--- src/design/bta_pkg.sv ---
package bta_pkg;

  localparam int CLIENT_W        = 5;
  localparam int TICKET_W        = 8;
  localparam int STATUS_W        = 2;
  localparam int NUM_CLIENTS_DEF = 32;

  localparam logic [TICKET_W-1:0] TICKET_NONE = '0;
  localparam logic [TICKET_W-1:0] TICKET_MAX  = '1;

  localparam logic KIND_ACQUIRE = 1'b0;
  localparam logic KIND_RELEASE = 1'b1;

  typedef enum logic [STATUS_W-1:0] {
    ST_OK       = 2'd0,
    ST_SAT      = 2'd1,
    ST_DUP      = 2'd2,
    ST_NOTICKET = 2'd3
  } status_e;

  typedef enum logic [1:0] {
    S_IDLE,
    S_SCAN,
    S_DRAIN,
    S_FINISH
  } state_e;

endpackage

--- src/design/bta_in_if.sv ---
interface bta_in_if import bta_pkg::*; ();
  logic                valid;
  logic                ready;
  logic                kind;
  logic [CLIENT_W-1:0] client;

  modport source (output valid, kind, client, input ready);
  modport sink   (input valid, kind, client, output ready);
endinterface

--- src/design/bta_out_if.sv ---
interface bta_out_if import bta_pkg::*; ();
  logic                valid;
  logic                ready;
  logic [TICKET_W-1:0] ticket_given;
  logic                grant_valid;
  logic [CLIENT_W-1:0] grant_client;
  logic [STATUS_W-1:0] status;

  modport source (output valid, ticket_given, grant_valid, grant_client, status,
                  input ready);
  modport sink   (input valid, ticket_given, grant_valid, grant_client, status,
                  output ready);
endinterface

--- src/design/bta_ticket_mem.sv ---
module bta_ticket_mem import bta_pkg::*; #(
  parameter int NUM_CLIENTS = NUM_CLIENTS_DEF,
  parameter int IDX_W       = $clog2(NUM_CLIENTS)
) (
  input  logic                clk_i,
  input  logic                rst_ni,
  input  logic                rd_en_i,
  input  logic [IDX_W-1:0]    rd_addr_i,
  output logic [TICKET_W-1:0] rd_data_o,
  input  logic                wr_en_i,
  input  logic [IDX_W-1:0]    wr_addr_i,
  input  logic [TICKET_W-1:0] wr_data_i
);

  logic [TICKET_W-1:0]    mem_q [NUM_CLIENTS];
  logic [NUM_CLIENTS-1:0] vld_q;
  logic [TICKET_W-1:0]    rdat_q;
  logic                   rvld_q;

  // storage array, one read and one write port
  always_ff @(posedge clk_i) begin
    if (wr_en_i) begin
      mem_q[wr_addr_i] <= wr_data_i;
    end
    if (rd_en_i) begin
      rdat_q <= mem_q[rd_addr_i];
    end
  end

  // entry valid bits: a never-written entry reads as no ticket
  always_ff @(posedge clk_i or negedge rst_ni) begin
    if (!rst_ni) begin
      vld_q  <= '0;
      rvld_q <= 1'b0;
    end else begin
      if (wr_en_i) begin
        vld_q[wr_addr_i] <= 1'b1;
      end
      if (rd_en_i) begin
        rvld_q <= vld_q[rd_addr_i];
      end
    end
  end

  assign rd_data_o = rvld_q ? rdat_q : TICKET_NONE;

endmodule

--- src/design/bakery_ticket_arbiter.sv ---
// Ticket arbiter after the bakery lock. Each client holds one 8-bit ticket in
// an on-chip memory, zero meaning idle. An acquire item gives the client a
// ticket one above the largest held (saturating at 255, flagged), a release
// item clears it; after every item one result reports the ticket given, the
// grant holder (smallest nonzero ticket, ties to the lower client number) and
// a status code. An accepted item passes a sweep state (S_SCAN), a drain state
// (S_DRAIN) and a finish state (S_FINISH) that writes back and registers the
// result once the output register is free. The memory has a single read port,
// so every item sweeps all entries one a cycle, then writes back once. Items
// are handled one at a time; a new item is accepted while the previous result
// still waits in the output register. No clearing pass is needed after reset.
module bakery_ticket_arbiter import bta_pkg::*; #(
  parameter int NUM_CLIENTS = NUM_CLIENTS_DEF
) (
  input  logic         clk_i,
  input  logic         rst_ni,
  bta_in_if.sink       in_i,
  bta_out_if.source    out_o
);

  localparam int IDX_W = $clog2(NUM_CLIENTS);
  localparam int EXT_W = ((IDX_W > CLIENT_W) ? IDX_W : CLIENT_W) + 1;
  localparam logic [IDX_W-1:0] LAST_IDX = IDX_W'(NUM_CLIENTS - 1);

  state_e state_q, state_d;

  // item under work
  logic                kind_q;
  logic [CLIENT_W-1:0] client_q;
  logic [EXT_W-1:0]    client_ext;
  logic                in_range;
  logic [IDX_W-1:0]    cidx;

  // sweep
  logic [IDX_W-1:0]    addr_q;
  logic [IDX_W-1:0]    rsp_idx_q;
  logic                rsp_vld_q;
  logic [TICKET_W-1:0] rd_data;

  // accumulators over the sweep
  logic [TICKET_W-1:0] max_q, max_d;
  logic [TICKET_W-1:0] own_q, own_d;
  logic [TICKET_W-1:0] min_q, min_d;
  logic                found_q, found_d;
  logic [IDX_W-1:0]    who_q, who_d;

  // sequencer outputs
  logic accept, rd_en, fin, out_free;

  // write-back and result
  logic [TICKET_W-1:0] new_own;
  logic [TICKET_W-1:0] given;
  logic [TICKET_W-1:0] next_ticket;
  logic                mem_we;
  status_e             status;
  logic                take_self;
  logic [TICKET_W-1:0] self_t;
  logic [IDX_W-1:0]    grant_idx;
  logic [EXT_W-1:0]    grant_ext;

  logic                out_vld_q;
  logic [TICKET_W-1:0] out_given_q;
  logic                out_gvld_q;
  logic [CLIENT_W-1:0] out_gcli_q;
  status_e             out_status_q;

  assign client_ext = EXT_W'(client_q);
  assign in_range   = client_ext < EXT_W'(NUM_CLIENTS);
  assign cidx       = client_ext[IDX_W-1:0];
  assign out_free   = !out_vld_q || out_o.ready;

  bta_ticket_mem #(
    .NUM_CLIENTS (NUM_CLIENTS),
    .IDX_W       (IDX_W)
  ) u_mem (
    .clk_i     (clk_i),
    .rst_ni    (rst_ni),
    .rd_en_i   (rd_en),
    .rd_addr_i (addr_q),
    .rd_data_o (rd_data),
    .wr_en_i   (mem_we),
    .wr_addr_i (cidx),
    .wr_data_i (new_own)
  );

  // next state
  always_comb begin
    state_d = state_q;
    case (state_q)
      S_IDLE:   if (in_i.valid) state_d = S_SCAN;
      S_SCAN:   if (addr_q == LAST_IDX) state_d = S_DRAIN;
      S_DRAIN:  state_d = S_FINISH;
      S_FINISH: if (out_free) state_d = S_IDLE;
      default:  state_d = S_IDLE;
    endcase
  end

  // sequencer outputs
  always_comb begin
    in_i.ready = 1'b0;
    rd_en      = 1'b0;
    fin        = 1'b0;
    case (state_q)
      S_IDLE:   in_i.ready = 1'b1;
      S_SCAN:   rd_en = 1'b1;
      S_DRAIN:  ;
      S_FINISH: fin = out_free;
      default:  ;
    endcase
  end

  assign accept = in_i.valid && in_i.ready;

  always_ff @(posedge clk_i or negedge rst_ni) begin
    if (!rst_ni) begin
      state_q   <= S_IDLE;
      rsp_vld_q <= 1'b0;
    end else begin
      state_q   <= state_d;
      rsp_vld_q <= rd_en;
    end
  end

  // fold one returned entry into the running maximum and the holder search;
  // the requester's own entry is kept apart since it changes at write-back
  always_comb begin
    max_d   = max_q;
    own_d   = own_q;
    min_d   = min_q;
    found_d = found_q;
    who_d   = who_q;
    if (rsp_vld_q) begin
      if (rd_data > max_q) max_d = rd_data;
      if (in_range && rsp_idx_q == cidx) begin
        own_d = rd_data;
      end else if (rd_data != TICKET_NONE && (!found_q || rd_data < min_q)) begin
        min_d   = rd_data;
        found_d = 1'b1;
        who_d   = rsp_idx_q;
      end
    end
  end

  always_ff @(posedge clk_i) begin
    if (accept) begin
      kind_q   <= in_i.kind;
      client_q <= in_i.client;
      addr_q   <= '0;
      max_q    <= TICKET_NONE;
      own_q    <= TICKET_NONE;
      min_q    <= TICKET_NONE;
      found_q  <= 1'b0;
      who_q    <= '0;
    end else begin
      if (rd_en) addr_q <= addr_q + IDX_W'(1);
      rsp_idx_q <= addr_q;
      max_q     <= max_d;
      own_q     <= own_d;
      min_q     <= min_d;
      found_q   <= found_d;
      who_q     <= who_d;
    end
  end

  // decide the item once the sweep is complete
  assign next_ticket = (max_q == TICKET_MAX) ? TICKET_MAX : max_q + TICKET_W'(1);

  always_comb begin
    new_own = own_q;
    given   = TICKET_NONE;
    status  = ST_OK;
    mem_we  = 1'b0;
    if (kind_q == KIND_ACQUIRE) begin
      if (!in_range || own_q != TICKET_NONE) begin
        status = ST_DUP;
      end else begin
        new_own = next_ticket;
        given   = next_ticket;
        mem_we  = fin;
        if (max_q == TICKET_MAX) status = ST_SAT;
      end
    end else begin
      if (!in_range || own_q == TICKET_NONE) begin
        status = ST_NOTICKET;
      end else begin
        new_own = TICKET_NONE;
        mem_we  = fin;
      end
    end
  end

  // merge the requester's new ticket with the best of the others
  assign self_t    = in_range ? new_own : TICKET_NONE;
  assign take_self = (self_t != TICKET_NONE) &&
                     (!found_q || self_t < min_q || (self_t == min_q && cidx < who_q));
  assign grant_idx = take_self ? cidx : who_q;
  assign grant_ext = EXT_W'(grant_idx);

  always_ff @(posedge clk_i or negedge rst_ni) begin
    if (!rst_ni) begin
      out_vld_q <= 1'b0;
    end else if (fin) begin
      out_vld_q <= 1'b1;
    end else if (out_o.ready) begin
      out_vld_q <= 1'b0;
    end
  end

  always_ff @(posedge clk_i) begin
    if (fin) begin
      out_given_q  <= given;
      out_gvld_q   <= take_self || found_q;
      out_gcli_q   <= (take_self || found_q) ? grant_ext[CLIENT_W-1:0] : '0;
      out_status_q <= status;
    end
  end

  assign out_o.valid        = out_vld_q;
  assign out_o.ticket_given = out_given_q;
  assign out_o.grant_valid  = out_gvld_q;
  assign out_o.grant_client = out_gcli_q;
  assign out_o.status       = out_status_q;

  // reads and the write-back never overlap, so no forwarding is needed
  a_write_only_at_end: assert property (@(posedge clk_i) disable iff (!rst_ni)
    mem_we |-> state_q == S_FINISH && !rd_en && !rsp_vld_q)
    else $error("ticket write outside write-back");

  a_rsp_in_sweep: assert property (@(posedge clk_i) disable iff (!rst_ni)
    rsp_vld_q |-> state_q == S_SCAN || state_q == S_DRAIN)
    else $error("read data returned outside sweep");

  a_accept_starts_sweep: assert property (@(posedge clk_i) disable iff (!rst_ni)
    accept |=> state_q == S_SCAN && addr_q == '0)
    else $error("accepted item did not start a sweep");

  a_sat_gives_max: assert property (@(posedge clk_i) disable iff (!rst_ni)
    out_vld_q && out_status_q == ST_SAT |-> out_given_q == TICKET_MAX)
    else $error("saturated result without top ticket");

  a_given_has_holder: assert property (@(posedge clk_i) disable iff (!rst_ni)
    out_vld_q && out_given_q != TICKET_NONE |-> out_gvld_q)
    else $error("ticket given but no grant holder");

endmodule
--- src/flat_wrapper.sv ---
// flat-port wrapper written by rule: the top's interface ports become plain ports
module bakery_ticket_arbiter_flat import bta_pkg::*;
#(
  parameter int NUM_CLIENTS = NUM_CLIENTS_DEF
)
  (clk_i, rst_ni, in_i_valid, in_i_kind, in_i_client, in_i_ready, out_o_valid, out_o_ticket_given, out_o_grant_valid, out_o_grant_client, out_o_status, out_o_ready);
  bta_in_if in_i_i ();
  bta_out_if out_o_i ();
  input  logic clk_i;
  input  logic rst_ni;
  input wire logic [$bits(in_i_i.valid)-1:0] in_i_valid;
  input wire logic [$bits(in_i_i.kind)-1:0] in_i_kind;
  input wire logic [$bits(in_i_i.client)-1:0] in_i_client;
  output wire logic [$bits(in_i_i.ready)-1:0] in_i_ready;
  output wire logic [$bits(out_o_i.valid)-1:0] out_o_valid;
  output wire logic [$bits(out_o_i.ticket_given)-1:0] out_o_ticket_given;
  output wire logic [$bits(out_o_i.grant_valid)-1:0] out_o_grant_valid;
  output wire logic [$bits(out_o_i.grant_client)-1:0] out_o_grant_client;
  output wire logic [$bits(out_o_i.status)-1:0] out_o_status;
  input wire logic [$bits(out_o_i.ready)-1:0] out_o_ready;
  assign in_i_i.valid = in_i_valid;
  assign in_i_i.kind = in_i_kind;
  assign in_i_i.client = in_i_client;
  assign in_i_ready = in_i_i.ready;
  assign out_o_valid = out_o_i.valid;
  assign out_o_ticket_given = out_o_i.ticket_given;
  assign out_o_grant_valid = out_o_i.grant_valid;
  assign out_o_grant_client = out_o_i.grant_client;
  assign out_o_status = out_o_i.status;
  assign out_o_i.ready = out_o_ready;
  bakery_ticket_arbiter #(.NUM_CLIENTS(NUM_CLIENTS)) u_core (.clk_i(clk_i), .rst_ni(rst_ni), .in_i(in_i_i), .out_o(out_o_i));
endmodule
--- config.mk ---
export PLATFORM = sky130hd
export DESIGN_NAME = bakery_ticket_arbiter_flat
export DESIGN_NICKNAME = d
export VERILOG_FILES = /design/src/design/bta_pkg.sv /design/src/design/bta_in_if.sv /design/src/design/bta_out_if.sv /design/src/design/bta_ticket_mem.sv /design/src/design/bakery_ticket_arbiter.sv /design/src/flat_wrapper.sv
export SDC_FILE = /design/constraint.sdc
export NUM_CORES = 1
export LEC_CHECK = 0
export ABC_AREA = 1
export BUFFER_PORTS_ARGS = -buffer_cell sky130_fd_sc_hd__buf_4
export CAP_MARGIN = 5
export CORE_AREA = 8 8 271 142
export CTS_CLUSTER_DIAMETER = 200
export DETAILED_ROUTE_END_ITERATION = 7
export DIE_AREA = 0 0 279 150
export PLACE_DENSITY_LB_ADDON = 0.12
export SYNTH_ARGS = -nofsm -noshare
export SYNTH_HDL_FRONTEND = slang
export SYNTH_SLANG_ARGS = --single-unit
--- constraint.sdc ---
create_clock -name clk_i -period 3.64 [get_ports clk_i]
set_input_delay 0.728 -clock clk_i [delete_from_list [all_inputs] [get_ports clk_i]]
set_output_delay 0.728 -clock clk_i [all_outputs]
set_load 0.02 [all_outputs]
Word-level counts from Yosys, hierarchy flattened --
Memory sizes are Yosys's and may differ from the RTL's. A register that Yosys moved wholly into a read port is not among the register bits. Index checks and enable logic that the tools add are counted. W data, S select, Z words.
Word-level totals: RAM bits 256, logic and storage cells 97, bits in read-only memories 0, latch bits 0, memories 1, input bits 10, register bits after elaboration 99
Memory list:
- u_core.u_mem.mem_q | words 32, width 8, read ports 1, clocked after memory_dff 1, wr ports 1, RTL line bta_ticket_mem.sv:15 | logic [TICKET_W-1:0] mem_q [NUM_CLIENTS];
Cells by class: add/sub/neg operators 2, shifts and indexed selects 0, magnitude comparators 8, multiplexer cells 29, equal/unequal tests 10, bitwise operators 2, div/mod/pow operators 0, reductions and logical operators 27, multipliers 0
Operators with widths (count):
- $mux W8 | 6
- $or A32 B32 Y32 | 1
- $reduce_bool A8 Y1 | 3
- $lt A5 B6 Y1 const B | 3
- $lt A8 B8 Y1 | 2
- $mux W1 | 13
- $mux W2 | 6
- $add A8 B1 Y8 const B | 1
- $eq A8 B8 Y1 | 1
- $eq A8 B8 Y1 const B | 1
- $gt A8 B8 Y1 | 1
- $logic_not A8 Y1 | 1
- $pmux W2 S4 | 1
- $logic_or A1 B1 Y1 | 7
- $logic_and A1 B1 Y1 | 6
- $reduce_and A3 Y1 | 2
- $add A5 B1 Y5 const B | 1
- $bmux W1 S5 | 1
- $demux W1 S5 | 1
- $eq A5 B5 Y1 | 1
- $eq A5 B5 Y1 const B | 1
- $ge A5 B1 Y1 const B | 1
- $lt A5 B5 Y1 | 1
- $mux W5 | 1
- other kinds (10) | 15

Logic depth before layout (Yosys ltp) --
Gate-level depths: netlist (run 1).
depth after elaboration 11, gate-level depth with buffers 18, gate-level depth less buffers 18

Modules after synthesis --
A second synthesis (run 1) with hierarchy kept.
Unflattened totals: cell total of the unflattened synthesis 1513, area total of the unflattened synthesis 15861.5 um^2
By module, submodules not included:
- bta_ticket_mem | times used 1, cells each 1048, area an instance 12107.9 um^2
- bakery_ticket_arbiter | times used 1, cells each 465, area an instance 3753.6 um^2

Least setup slack after synthesis (run 1) --
OpenSTA, ideal clock, no wires.
path kind input -> register, start point input port out_o_ready, end point memory u_core.u_mem.mem_q[28][0], enable pin, path slack 0.678 ns, stages on the path 7, setup time 0.370 ns, arrival 2.591 ns, buffers on the path 2, path through inv_1 -> a21oi_1 -> o21a_1 -> buf_4 -> nand3_2 -> buf_6 -> nor2_1
Between the ends: cells in the longest elaborated chain, start to end 6, elaborated cells between the ends (all ways) 7
RTL lines:
- start: declaration | RTL line flat_wrapper.sv:20 | input wire logic [$bits(out_o_i.ready)-1:0] out_o_ready;
- $logic_or A1 B1 Y1 (*) | RTL line bakery_ticket_arbiter.sv:70 | assign out_free = !out_vld_q || out_o.ready;
- $mux W1 (*) | RTL line bakery_ticket_arbiter.sv:103 | case (state_q)
- named net u_core.fin | RTL line bakery_ticket_arbiter.sv:48 | logic accept, rd_en, fin, out_free;
- $mux W1 (on tied branches) | RTL line bakery_ticket_arbiter.sv:174, bakery_ticket_arbiter.sv:183
- $mux W1 (*) | RTL line bakery_ticket_arbiter.sv:173 | if (kind_q == KIND_ACQUIRE) begin
- $mux W1 (*) | RTL line bta_ticket_mem.sv:22 | if (wr_en_i) begin
- $mux W1 (implied by the code) (*) | RTL line bta_ticket_mem.sv:23 | mem_q[wr_addr_i] <= wr_data_i;
- end: declaration | RTL line bta_ticket_mem.sv:15
The timed path passes the listed nets; every way through them passes the cells marked *.

Worst setup path in the final report (run 1) --
start point register u_core.max_q[0], end point register u_core.out_gcli_q[1] (netlist: u_core.out_o.grant_client[1]) (data pin)
Between the ends: cells in the longest elaborated chain, start to end 10, elaborated cells between the ends (all ways) 15
RTL lines:
- start: declaration | RTL line bakery_ticket_arbiter.sv:41 | logic [TICKET_W-1:0] max_q, max_d;
- start signal: assignment | RTL line bakery_ticket_arbiter.sv:157 | max_q <= max_d;
- $add A8 B1 Y8 or $eq A8 B8 Y1 (tied branches) | RTL line bakery_ticket_arbiter.sv:166 | assign next_ticket = (max_q == TICKET_MAX) ? TICKET_MAX : max_q + TICKET_W'(1);
- $mux W8 (*) | RTL line bakery_ticket_arbiter.sv:166
- $mux W8 (*) | RTL line bakery_ticket_arbiter.sv:174 | if (!in_range || own_q != TICKET_NONE) begin
- $mux W8 (*) | RTL line bakery_ticket_arbiter.sv:173
- named net u_core.new_own[3] | RTL line bakery_ticket_arbiter.sv:51 | logic [TICKET_W-1:0] new_own;
- $mux W8 (*) | RTL line bakery_ticket_arbiter.sv:193 | assign self_t = in_range ? new_own : TICKET_NONE;
- $lt A8 B8 Y1 or $eq A8 B8 Y1 (tied branches) | RTL line bakery_ticket_arbiter.sv:195 | (!found_q || self_t < min_q || (self_t == min_q && cidx < who_q));
- $logic_or A1 B1 Y1 or $logic_and A1 B1 Y1 (tied branches) | RTL line bakery_ticket_arbiter.sv:195
- $logic_or A1 B1 Y1 | RTL line bakery_ticket_arbiter.sv:195
- $logic_and A1 B1 Y1 (*) | RTL line bakery_ticket_arbiter.sv:194 | assign take_self = (self_t != TICKET_NONE) &&
- $mux W5 or $logic_or A1 B1 Y1 (tied branches) | RTL line bakery_ticket_arbiter.sv:196, bakery_ticket_arbiter.sv:213
- end signal: assignment | RTL line bakery_ticket_arbiter.sv:213 | out_gcli_q <= (take_self || found_q) ? grant_ext[CLIENT_W-1:0] : '0;
- end: declaration | RTL line bakery_ticket_arbiter.sv:64 | logic [CLIENT_W-1:0] out_gcli_q;
Marked as above. A chain may end at the register's enable or synchronous reset.

==> results of run 1 <==
## layout by cell type (no fill, tap or decap), types with 7 or more instances in the layout
master     instances
a21oi_1           72
clkbuf_16         37
nand2_1          218
edfxtp_1         291
dfxtp_1           33
o21ai_0          126
o221ai_1          33
a31oi_1           14
nor3_1             9
inv_1             86
or2_2             22
clkbuf_1          12
o2111ai_1          7
nand4_1           11
nand3_1           85
nor2_1           141
dfrtp_1           37
ha_1              35
buf_4             73
## critical path: stages (launching register included)
cell	delay [ps]
dfxtp_1	380
ha_1	260
nand2_2	120
nor2_4	40
nand2_2	230
nand3_1	160
a21oi_1	210
inv_1	90
ha_1	300
nand2_1	70
o21a_1	180
o21ai_0	330
nand3_1	340
nand3_1	180
nand2_1	70
## sequential cells by signal, indices dropped and copies added, names as in the netlist, 8 cells and up
register	count
u_core.max_q	8
u_core.min_q	8
u_core.out_o.ticket_given	8
u_core.own_q	8
u_core.u_mem.mem_q	256
u_core.u_mem.rdat_q	8
u_core.u_mem.vld_q	32
## through the flow
stage / setup slack, ps / power, µW
floorplan: 678 / 9850
global placement: 590 / 12400
detailed placement: 525 / 12400
CTS: 500 / 16100
global route: 150 / 17000
finish: 409 / 16100
## area by class of cell
type | instances | area (µm²) | share of cell area, %
multi-input combinational | 839 | 4420 | 25.3
clock inverter | 12 | 109 | 0.623
inverter | 93 | 352 | 2.01
sequential | 363 | 10400 | 59.3
clock buffer | 51 | 998 | 5.71
tap | 484 | 606 | 3.46
timing repair buffer | 77 | 628 | 3.59
## metal layers
metal | share of wire [%] | wire length [µm]
met1 | 51 | 22300
met2 | 36 | 15800
met3 | 11 | 4900
met4 | 1.1 | 467
met5 | 0 | 0
## where the power goes
part           switching, µW  leakage [µW]  internal [µW]
clock                   1580      0.000543           2050
combinational           4510       0.00274           1790
sequential               434       0.00344           5690
## cell families after synthesis
| logic type | Yosys count | synth area share (%) |
|---|---|---|
| flip-flops | 363 | 67.2 |
| buffers and inverters | 159 | 4.15 |
| AO/OA/AOI/OAI | 284 | 10.9 |
| multiplexers | 3 | 0.195 |
| AND/OR/NAND/NOR | 511 | 14.4 |
| adder cells (fa/ha/maj) | 35 | 2.84 |
| XOR/XNOR | 6 | 0.341 |
## path summary, 6_finish.rpt
check / start / end / slack (ps) / cells after the start
setup / recovery: u_core.max_q[0] / u_core.out_o.grant_client[1] / 410 / 14
hold / removal: rst_ni / u_core.state_q[0] / 200 / 1
setup reg to reg: u_core.max_q[0] / u_core.out_o.grant_client[1] / 410 / 14
hold reg to reg: u_core.u_mem.vld_q[26] / u_core.u_mem.vld_q[26] / 460 / 1
max in group asynchronous: rst_ni / u_core.u_mem.vld_q[3] / 2980 / 1
min in group clk_i: in_i_kind / u_core.kind_q / 370 / 1
==> summary.md, run 1 <==
| Metric | Value |
|---|---|
| Placed insts | 1856 |
| Reg clk slew, reported paths | 70 ps |
| Area growth syn-to-layout | 13.4% |
| Synth top cells by count | edfxtp_1 (291), nand2_1 (218), nor2_1 (141) |
| Worst-path fanout max | 15 |
| CTS buffer count | 35 |
| Top-area cell type share of the netlist area | 56.7% |
| Crit path required time | 3920 ps |
| Starting density of the core | 44.1% |
| Syn Area/Cell | 11.3 µm² |
| Maximum VDD drop | 0.000578 V |
| Hold-fix buffers, CTS | 0 |
| Synth area leader | edfxtp_1 |
| Core area | 0.0350 mm² |
| Layout Nets | 1454 |
| Largest net degree at the start of global routing | 138 |
| DRC | 0 |
| Status | completed |
| Fillcell total | 3101 |
| Die area | 0.0419 mm² |
| Placed inst area | 0.0164 mm² |
| Post-synthesis cell type count | 48 |
| Period utilisation layout | 88.8% |
| Cell Pwr Density | 919 mW/mm² |
| Worst-margin pin slew | 921 ps |
| Via count | 10700 |
| Antenna violations before repair | 0 |
| Clock sinks | 363 |
| Time the worst path needs with I/O delays and setup | 3230 ps |
| Synthesis Warnings | 0 |
| Final Cell Area | 0.0175 mm² |
| DRT iter0 DRCs | 1491 |
| Final setup TNS | 0 ps |
| Synthesis-stage register bit count | 363 |
| Die Y | 150 µm |
| PostCTS Resize Cnt | 0 |
| Max-slew headroom | 38.4% |
| Routability cong. | 0.891 |
| Ant. Diodes | 0 |
| Slew Viols, Final | 0 |
| Max Freq | 0.310 GHz |
| Number of global-route vias before repair | 9909 |
| Most common cell in the netlist | edfxtp_1 |
| Syn Nets | 1406 |
| Clock Skew | 16.6 ps |
| Root buf cell | clkbuf_16 |
| # Post-CTS Setup Buffers | 0 |
| Cell area after technology mapping | 0.0154 mm² |
| Leakage | 0.00673 µW |
| First-pass GRT wire length | 65400 µm |
| Final Hold Vio Count | 0 |
| Total Routed Length | 43500 µm |
| Post-Route Utilization | 49.9% |
| CTS tree | done |
| Htree depth | 2 |
| Share of layout cells above drive strength 1 | 12.7% |
| Worst setup EP type | flop |
| I/O Buffers | 27 |
| Setup Crit Path Kind | reg -> reg |
| Hold WC Path Type | in -> async |
| Die W | 279 µm |
| Gate Count Post-Synth | 1361 |
| Final HPWL from detailed placement | 28900 µm |
| WL per Instance | 22.7 µm |
| Ys async rst share | 10.2% |
| Largest cells by area after synthesis | edfxtp_1 (57%), dfrtp_1 (6.0%), nand2_1 (5.3%) |
| Placement Rows | 49 |
| CTS Buffer Depth | 3 |
| Grt met2 use | 25.5% |
| # IOs | 28 |
| Critical Path AT | 3510 ps |
| Top_reg_cell synth | edfxtp_1 |
| Max-Cap Viols | 0 |
| Grt ovf | 0 |
| Met3 Use GR | 6.06% |
| Final ANT Viol Nets | 0 |
| Gr usage total | 20.9% |
| Vias/cell | 5.58 |
| Initial DRT Pass Iterations | 6 |
| Final std cells w/o fill | 1919 |
| RSZ-0062 raised after global routing | false |
| Register area share after synthesis | 67.2% |
| Clock latency on the worst-skew pair | 530 ps |
| Post-synth EDFFs | 291 |
| Fin Hold WS | 202 ps |
| Most Used Layer, Global Route | met1 |
| Startpoint types | flop |
| Setup violators final | 0 |
| M1 GR Usage | 35.1% |
Note: power is estimated with default switching activity, not from simulation.
==> inputs of run 2 (changes only) <==
- CORE_AREA: 8 8 271 142 -> 8 8 275 144
- DIE_AREA: 0 0 279 150 -> 0 0 283 152
- SYNTH_HIERARCHICAL: default -> 1
==> run 2 against run 1 <==
Cell area is 2.2% higher. Power is 8.6% higher. Count of clock-buffer cells in the layout is 7 lower. Critical endpoint is now u_core/out_o.grant_client[1]. Utilization is 0.40 points higher. Final cell count is 8.0% higher. Sequential power is 4.2% higher. Non-clock buffer count is 5 higher. Clock power hardly changed. Worst setup slack better by 70 ps. Combinational power is 17% higher.
==> summary.md, run 2 <==
| Metric | Value |
|---|---|
| Critical Path AT | 3430 ps (-80 ps) |
| Dpl ws | 571 ps (+45.3 ps) |
| Hold WC Path Type | in -> async |
| Synthesis Warnings | 6 (+6) |
| RSZ-0062 raised after global routing | false |
| Gate Count Post-Synth | 1513 (+11%) |
| Setup Crit Path Kind | reg -> reg |
| Largest regs | u_core/u_mem/mem_q: 256 flops, u_core/u_mem/vld_q: 32 flops |
| CTS buffer count | 35 (unchanged) |
| Status | completed |
| Starting density of the core | 44.7% (+0.62 points) |
| Slew Viols, Final | 0 (unchanged) |
| Htree depth | 2 (unchanged) |
| Final Hold Vio Count | 0 (unchanged) |
| Die area | 0.0430 mm² (+2.8%) |
| Register area share after synthesis | 65.3% (-1.9 points) |
| Top-area cell type share of the netlist area | 55.1% (-1.6 points) |
| Most common cell after layout, fill and taps aside | nand2_1 |
| Area growth syn-to-layout | 12.7% |
| Max Freq | 0.316 GHz (+2.2%) |
| Grt ovf | 0 (unchanged) |
| Clock sinks | 363 (unchanged) |
| DRC | 0 (unchanged) |
| Die W | 283 µm (+1.4%) |
| Ys async rst share | 10.2% (unchanged) |
| Synth top cells by count | nand2_1 (404), edfxtp_1 (291), nand3_1 (218) |
| # IOs | 28 (unchanged) |
| Gr usage total | 20.5% (-0.36 points) |
| Largest cells by area after synthesis | edfxtp_1 (55%), nand2_1 (9.6%), nand3_1 (6.9%) |
| Number of global-route vias before repair | 10379 (+4.7%) |
| DRT iter0 DRCs | 1278 (-14%) |
| Leakage | 0.00722 µW (+7.3%) |
| Share of layout cells above drive strength 1 | 12.6% (-0.033 points) |
| Top_reg_cell synth | edfxtp_1 |
| Routability cong. | 0.928 (+4.1%) |
| Placement Rows | 49 (unchanged) |
| Final ANT Viol Nets | 0 (unchanged) |
| Core area | 0.0355 mm² (+1.4%) |
| Via count | 11332 (+5.9%) |
| Initial DRT Pass Iterations | 5 (-1) |
| Largest net degree at the start of global routing | 149 (+8.0%) |
| Worst path slowest cell | dfxtp_1 |
| Layout Nets | 1608 (+11%) |
| Vias/cell | 5.47 (-2.0%) |
| Worst-path fanout max | 12 (-3) |
| Cell Pwr Density | 976 mW/mm² (+6.2%) |
| WL per Instance | 21.7 µm (-4.2%) |
| Max reg flops | 256 (unchanged) |
| Antenna violations before repair | 0 (unchanged) |
| Period utilisation layout | 86.8% (-1.9 points) |
| Final HPWL from detailed placement | 29200 µm (+1.0%) |
| Setup violators final | 0 (unchanged) |
| CTS tree | done |
| Startpoint types | flop |
| Crit path required time | 3910 ps (about the same) |
| Clock latency on the worst-skew pair | 530 ps (about the same) |
| Root buf cell | clkbuf_16 |
| Die Y | 152 µm (+1.3%) |
| Reg clk slew, reported paths | 60 ps (about the same) |
| Crit-path cells | ha_1, nand2_2, nor2_2, nand2_2, nand3_1, nand2_1, nand2_2, ha_1, nand2_1, nor2_1, nand2_1, o211ai_1, nand3b_1, inv_1, nor2_8, nor2_1, nor2_1 |
| Worst setup EP type | flop |
| Final setup TNS | 0 ps (unchanged) |
| Max-slew headroom | 38.3% (-0.084 points) |
| Top reg by flops | u_core/u_mem/mem_q |
| CTS Buffer Depth | 3 (unchanged) |
| Cell area after technology mapping | 0.0159 mm² (+2.8%) |
| Syn Nets | 1558 (+11%) |
| Synth area leader | edfxtp_1 |
| Hold-fix buffers, CTS | 0 (unchanged) |
| # Post-CTS Setup Buffers | 0 (unchanged) |
| Maximum VDD drop | 0.000708 V (+23%) |
| Max-Cap Viols | 0 (unchanged) |
| Most common cell in the netlist | nand2_1 |
| Ant. Diodes | 0 (unchanged) |
| First-pass GRT wire length | 68000 µm (+4.0%) |
| Syn Area/Cell | 10.5 µm² (-7.5%) |
| Post-synth EDFFs | 291 (unchanged) |
| Post-synthesis cell type count | 40 (-17%) |
| Clock Skew | 21.1 ps (+4.49 ps) |
| Highest-count cells in the layout ignoring fill and taps | nand2_1 (404), edfxtp_1 (291), nand3_1 (218), nor2_1 (122), a21oi_1 (80) |
| Setup WS post-layout | 479 ps (+70.3 ps) |
| I/O Buffers | 27 (unchanged) |
| PostCTS Resize Cnt | 0 (unchanged) |
| CP peak stage delay | 400 ps (+20 ps) |
| Time the worst path needs with I/O delays and setup | 3160 ps (-70.3 ps) |
| Worst-margin pin slew | 924 ps (+3.40 ps) |
| Synthesis-stage register bit count | 363 (unchanged) |
| Total Routed Length | 45000 µm (+3.5%) |
run 2: final timing paths:
kind,startpoint,to,slack [ps],cells after the start
min in group clk_i,in_i_client[0],u_core/cidx[0],380,1
max reg2reg,u_core/max_q[0],u_core/out_o.grant_client[1],480,17
max,u_core/max_q[0],u_core/out_o.grant_client[1],480,17
min reg2reg,u_core/own_q[1],u_core/own_q[1],470,2
min,rst_ni,u_core/u_mem/vld_q[3],240,1
max in group asynchronous,rst_ni,u_core/u_mem/vld_q[14],2900,1
run 2: worst max-delay path, delay by kind of cell, from the launching register on:
family                   cells  cell delay, ps
flip-flops                   1             400
adder cells (fa/ha/maj)      2             570
AO/OA/AOI/OAI                1             110
AND/OR/NAND/NOR             13            1570
buffers and inverters        1             250
run 2: logic make-up (layout without fill, tap and decap cells):
kind of cell / after synthesis / count (layout) / share of synthesized area (%)
fa+ha+maj: 35 / 35 / 2.76
simple gates: 821 / 821 / 22.7
flops: 363 / 363 / 65.3
xor+xnor: 3 / 3 / 0.166
compound gates: 137 / 137 / 4.64
buf+inv: 154 / 230 / 4.43
run 2: layout make-up:
class	instances	area, µm²
Fill cell	3240	17600
Sequential cell	363	10400
Multi-Input combinational cell	996	4790
Clock buffer	44	962
Timing Repair Buffer	82	653
Tap cell	484	606
Inverter	85	322
Clock inverter	19	165
run 2: power by group:
| group | internal (µW) | total (µW) | switching [µW] |
|---|---|---|---|
| clock network | 2090 | 3660 | 1570 |
| logic | 2130 | 7390 | 5270 |
| registers | 5870 | 6390 | 527 |
run 2: through the flow:
stage / total power, µW / std cells / util, % / hold WS (ps) / area (µm²)
after floorplan: 11000 / 1513 / - / 432 / 15900
after global placement: 13700 / 2010 / 47.2 / 451 / 16700
after detailed placement: 13700 / 2010 / 47.2 / 453 / 16700
after CTS: 17400 / 2073 / 50.3 / 236 / 17900
after global routing: 18500 / 2073 / 50.3 / 269 / 17900
final: 17400 / 2073 / 50.3 / 244 / 17900
run 2: metal layers:
metal	up-vias	GRT usage [%]	share of wire, %
met5	-	0	0
met3	39	6.42	11
li1	5276	-	-
met1	5549	34.9	52
met4	0	2.95	1.1
met2	468	24.4	36
==> inputs of run 3 (changes only) <==
- CORE_AREA: 8 8 275 144 -> 8 8 250 132
- DIE_AREA: 0 0 283 152 -> 0 0 258 140
- RECOVER_POWER: default -> 25
==> run 3 against run 2 <==
The run now ends with capacitance limit, slew limit left. Fmax down 1.9%. Largest power group unchanged. Via count up 0.59%. Register-to-register slack worse by 60 ps. Sequential cell count unchanged. Largest cell class unchanged. Final cell count down 3.9%.
==> summary.md, run 3 (synthesized netlist as in run 2, its figures left out) <==
| Metric | Value |
|---|---|
| Worst setup EP type | flop |
| Clock sinks | 363 (unchanged) |
| Die area | 0.0361 mm² (-16%) |
| CP delay by family, top | simple AND/OR/NAND/NOR gates |
| Highest-count cells in the layout ignoring fill and taps | nand2_1 (407), edfxtp_1 (291), nand3_1 (218), nor2_1 (123), a21oi_1 (80) |
| Antenna violations before repair | 0 (unchanged) |
| Setup WS post-layout | 417 ps (-62.7 ps) |
| CTS buffer count | 34 (-2.9%) |
| Most common cell after layout, fill and taps aside | nand2_1 |
| # IOs | 28 (unchanged) |
| Status | complete, but fails checks |
| Layout Nets | 1613 (+0.31%) |
| CTS tree | done |
| Area growth syn-to-layout | 11.6% |
| Largest net degree at the start of global routing | 74 (-50%) |
| Placement Rows | 45 (-8.2%) |
| Max-Cap Viols | 5 (+5) |
| Starting density of the core | 53.7% (+9.0 points) |
| Vias/cell | 5.72 (+4.7%) |
| Grt ovf | 0 (unchanged) |
| Maximum VDD drop | 0.000579 V (-18%) |
| CP peak stage delay | 380 ps (-20 ps) |
| Slew Viols, Final | 212 (+212) |
| Routability cong. | 0.915 (-1.4%) |
| Initial DRT Pass Iterations | 7 (+2) |
| Htree depth | 2 (unchanged) |
| First-pass GRT wire length | 64800 µm (-4.8%) |
| Fin Hold WS | 397 ps (+153 ps) |
| Worst path slowest cell | dfxtp_1 |
| Root buf cell | clkbuf_16 |
| Worst Path Buf+Inv | 1 (unchanged) |
| CTS Buffer Depth | 3 (unchanged) |
| Worst-path fanout max | 12 (unchanged) |
| Failing checks | capacitance limit, slew limit |
| Startpoint types | flop |
| Setup violators final | 0 (unchanged) |
| Via count | 11399 (+0.59%) |
| Hold WC Path Type | in -> reg |
| RSZ-0062 raised after global routing | false |
| Final Hold Vio Count | 0 (unchanged) |
| Clock latency on the worst-skew pair | 540 ps (about the same) |
| Dpl ws | 643 ps (+71.9 ps) |
| # Post-CTS Setup Buffers | 0 (unchanged) |
| Reg clk slew, reported paths | 70 ps (about the same) |
| Crit path required time | 3930 ps (+20 ps) |
| Time the worst path needs with I/O delays and setup | 3220 ps (+62.7 ps) |
| Clock Skew | 16.7 ps (-4.35 ps) |
| Leakage | 0.00717 µW (-0.72%) |
| Die W | 258 µm (-8.8%) |
| Gr usage total | 23.4% (+2.9 points) |
| Setup Crit Path Kind | reg -> reg |
| Number of global-route vias before repair | 10577 (+1.9%) |
| Most used cell, CP | nand2_1 |
| Share of layout cells above drive strength 1 | 11.2% (-1.5 points) |
| Largest regs | u_core/u_mem/mem_q: 256 flops, u_core/u_mem/vld_q: 32 flops |
| WL per Instance | 21.5 µm (-1.0%) |
| Period utilisation layout | 88.6% (+1.7 points) |
| Core area | 0.0296 mm² (-17%) |
| Final setup TNS | 0 ps (unchanged) |
| Top reg by flops | u_core/u_mem/mem_q |
| Final HPWL from detailed placement | 27900 µm (-4.5%) |
| Max Freq | 0.310 GHz (-1.9%) |
| I/O Buffers | 27 (unchanged) |
| Crit-path cells | ha_1, nand2_2, nor2_2, nand2_1, nand3_1, nand2_1, nand2_2, ha_1, nand2_1, nor2_1, nand2_1, o211ai_1, nand3b_1, inv_1, nor2_8, nor2_1, nor2_1 |
| PostCTS Resize Cnt | 0 (unchanged) |
| Post-Route Utilization | 59.9% (+9.6 points) |
| Max-slew headroom | -85.7% (-120 points) |
| Ant. Diodes | 0 (unchanged) |
| Max reg flops | 256 (unchanged) |
| DRT iter0 DRCs | 1448 (+13%) |
| Die Y | 140 µm (-7.9%) |
| Final ANT Viol Nets | 0 (unchanged) |
| Worst-margin pin slew | 2790 ps (+1860 ps) |
| Hold-fix buffers, CTS | 0 (unchanged) |
| Total Routed Length | 42800 µm (-4.9%) |
| DRC | 0 (unchanged) |
| Cell Pwr Density | 975 mW/mm² (about the same) |
| Critical Path AT | 3510 ps (+80 ps) |
run 3: layout make-up:
class | count | area (µm²)
fillers | 2493 | 11900
flip-flops and latches | 363 | 10400
multi-input cells | 996 | 4780
clock buffers | 46 | 990
repair buffers | 88 | 572
well taps | 399 | 499
inverters | 85 | 322
clock inverters | 15 | 176
run 3: power breakdown:
group	leakage [µW]	switching, µW	internal, µW	total, µW
sequential	0.00347	470	5870	6340
combinational	0.00313	5170	2020	7190
clock	0.000568	1540	2200	3740
total	0.00717	7180	10100	17300
run 3: worst reg2reg max path, delay by kind of cell (launching register included):
kind / cells / cell delay (ps)
adder cells (fa/ha/maj): 2 / 550
flip-flops: 1 / 380
buffers and inverters: 1 / 230
AND/OR/NAND/NOR: 13 / 1700
AO/OA/AOI/OAI: 1 / 100
run 3: stage by stage:
step / power (µW) / std cells / instance area (µm²)
CTS: 17200 / 1992 / 17800
global route: 18300 / 1992 / 17700
floorplan: 11000 / 1513 / 15900
finish: 17300 / 1992 / 17700
global placement: 13400 / 1931 / 16600
detailed placement: 13500 / 1931 / 16600
run 3: worst paths after layout:
| path | from | to | slack [ps] | cells after the start |
|---|---|---|---|---|
| max reg2reg | u_core/max_q[0] | u_core/out_o.grant_client[0] | 420 | 17 |
| max in group asynchronous | rst_ni | u_core/u_mem/vld_q[15] | 970 | 1 |
| min in group asynchronous | rst_ni | u_core/u_mem/vld_q[21] | 1080 | 1 |
| min | in_i_client[2] | u_core/cidx[2] | 400 | 1 |
| min reg2reg | u_core/u_mem/vld_q[27] | u_core/u_mem/vld_q[27] | 470 | 1 |
| max | u_core/max_q[0] | u_core/out_o.grant_client[0] | 420 | 17 |
run 3: routing by layer:
layer | part of all wire, % | vias to the layer above | track usage, %
li1 | - | 5277 | -
met1 | 48 | 5530 | 37.0
met2 | 37 | 554 | 29.2
met3 | 14 | 38 | 9.58
met4 | 1.1 | 0 | 4.45
met5 | 0 | - | 0
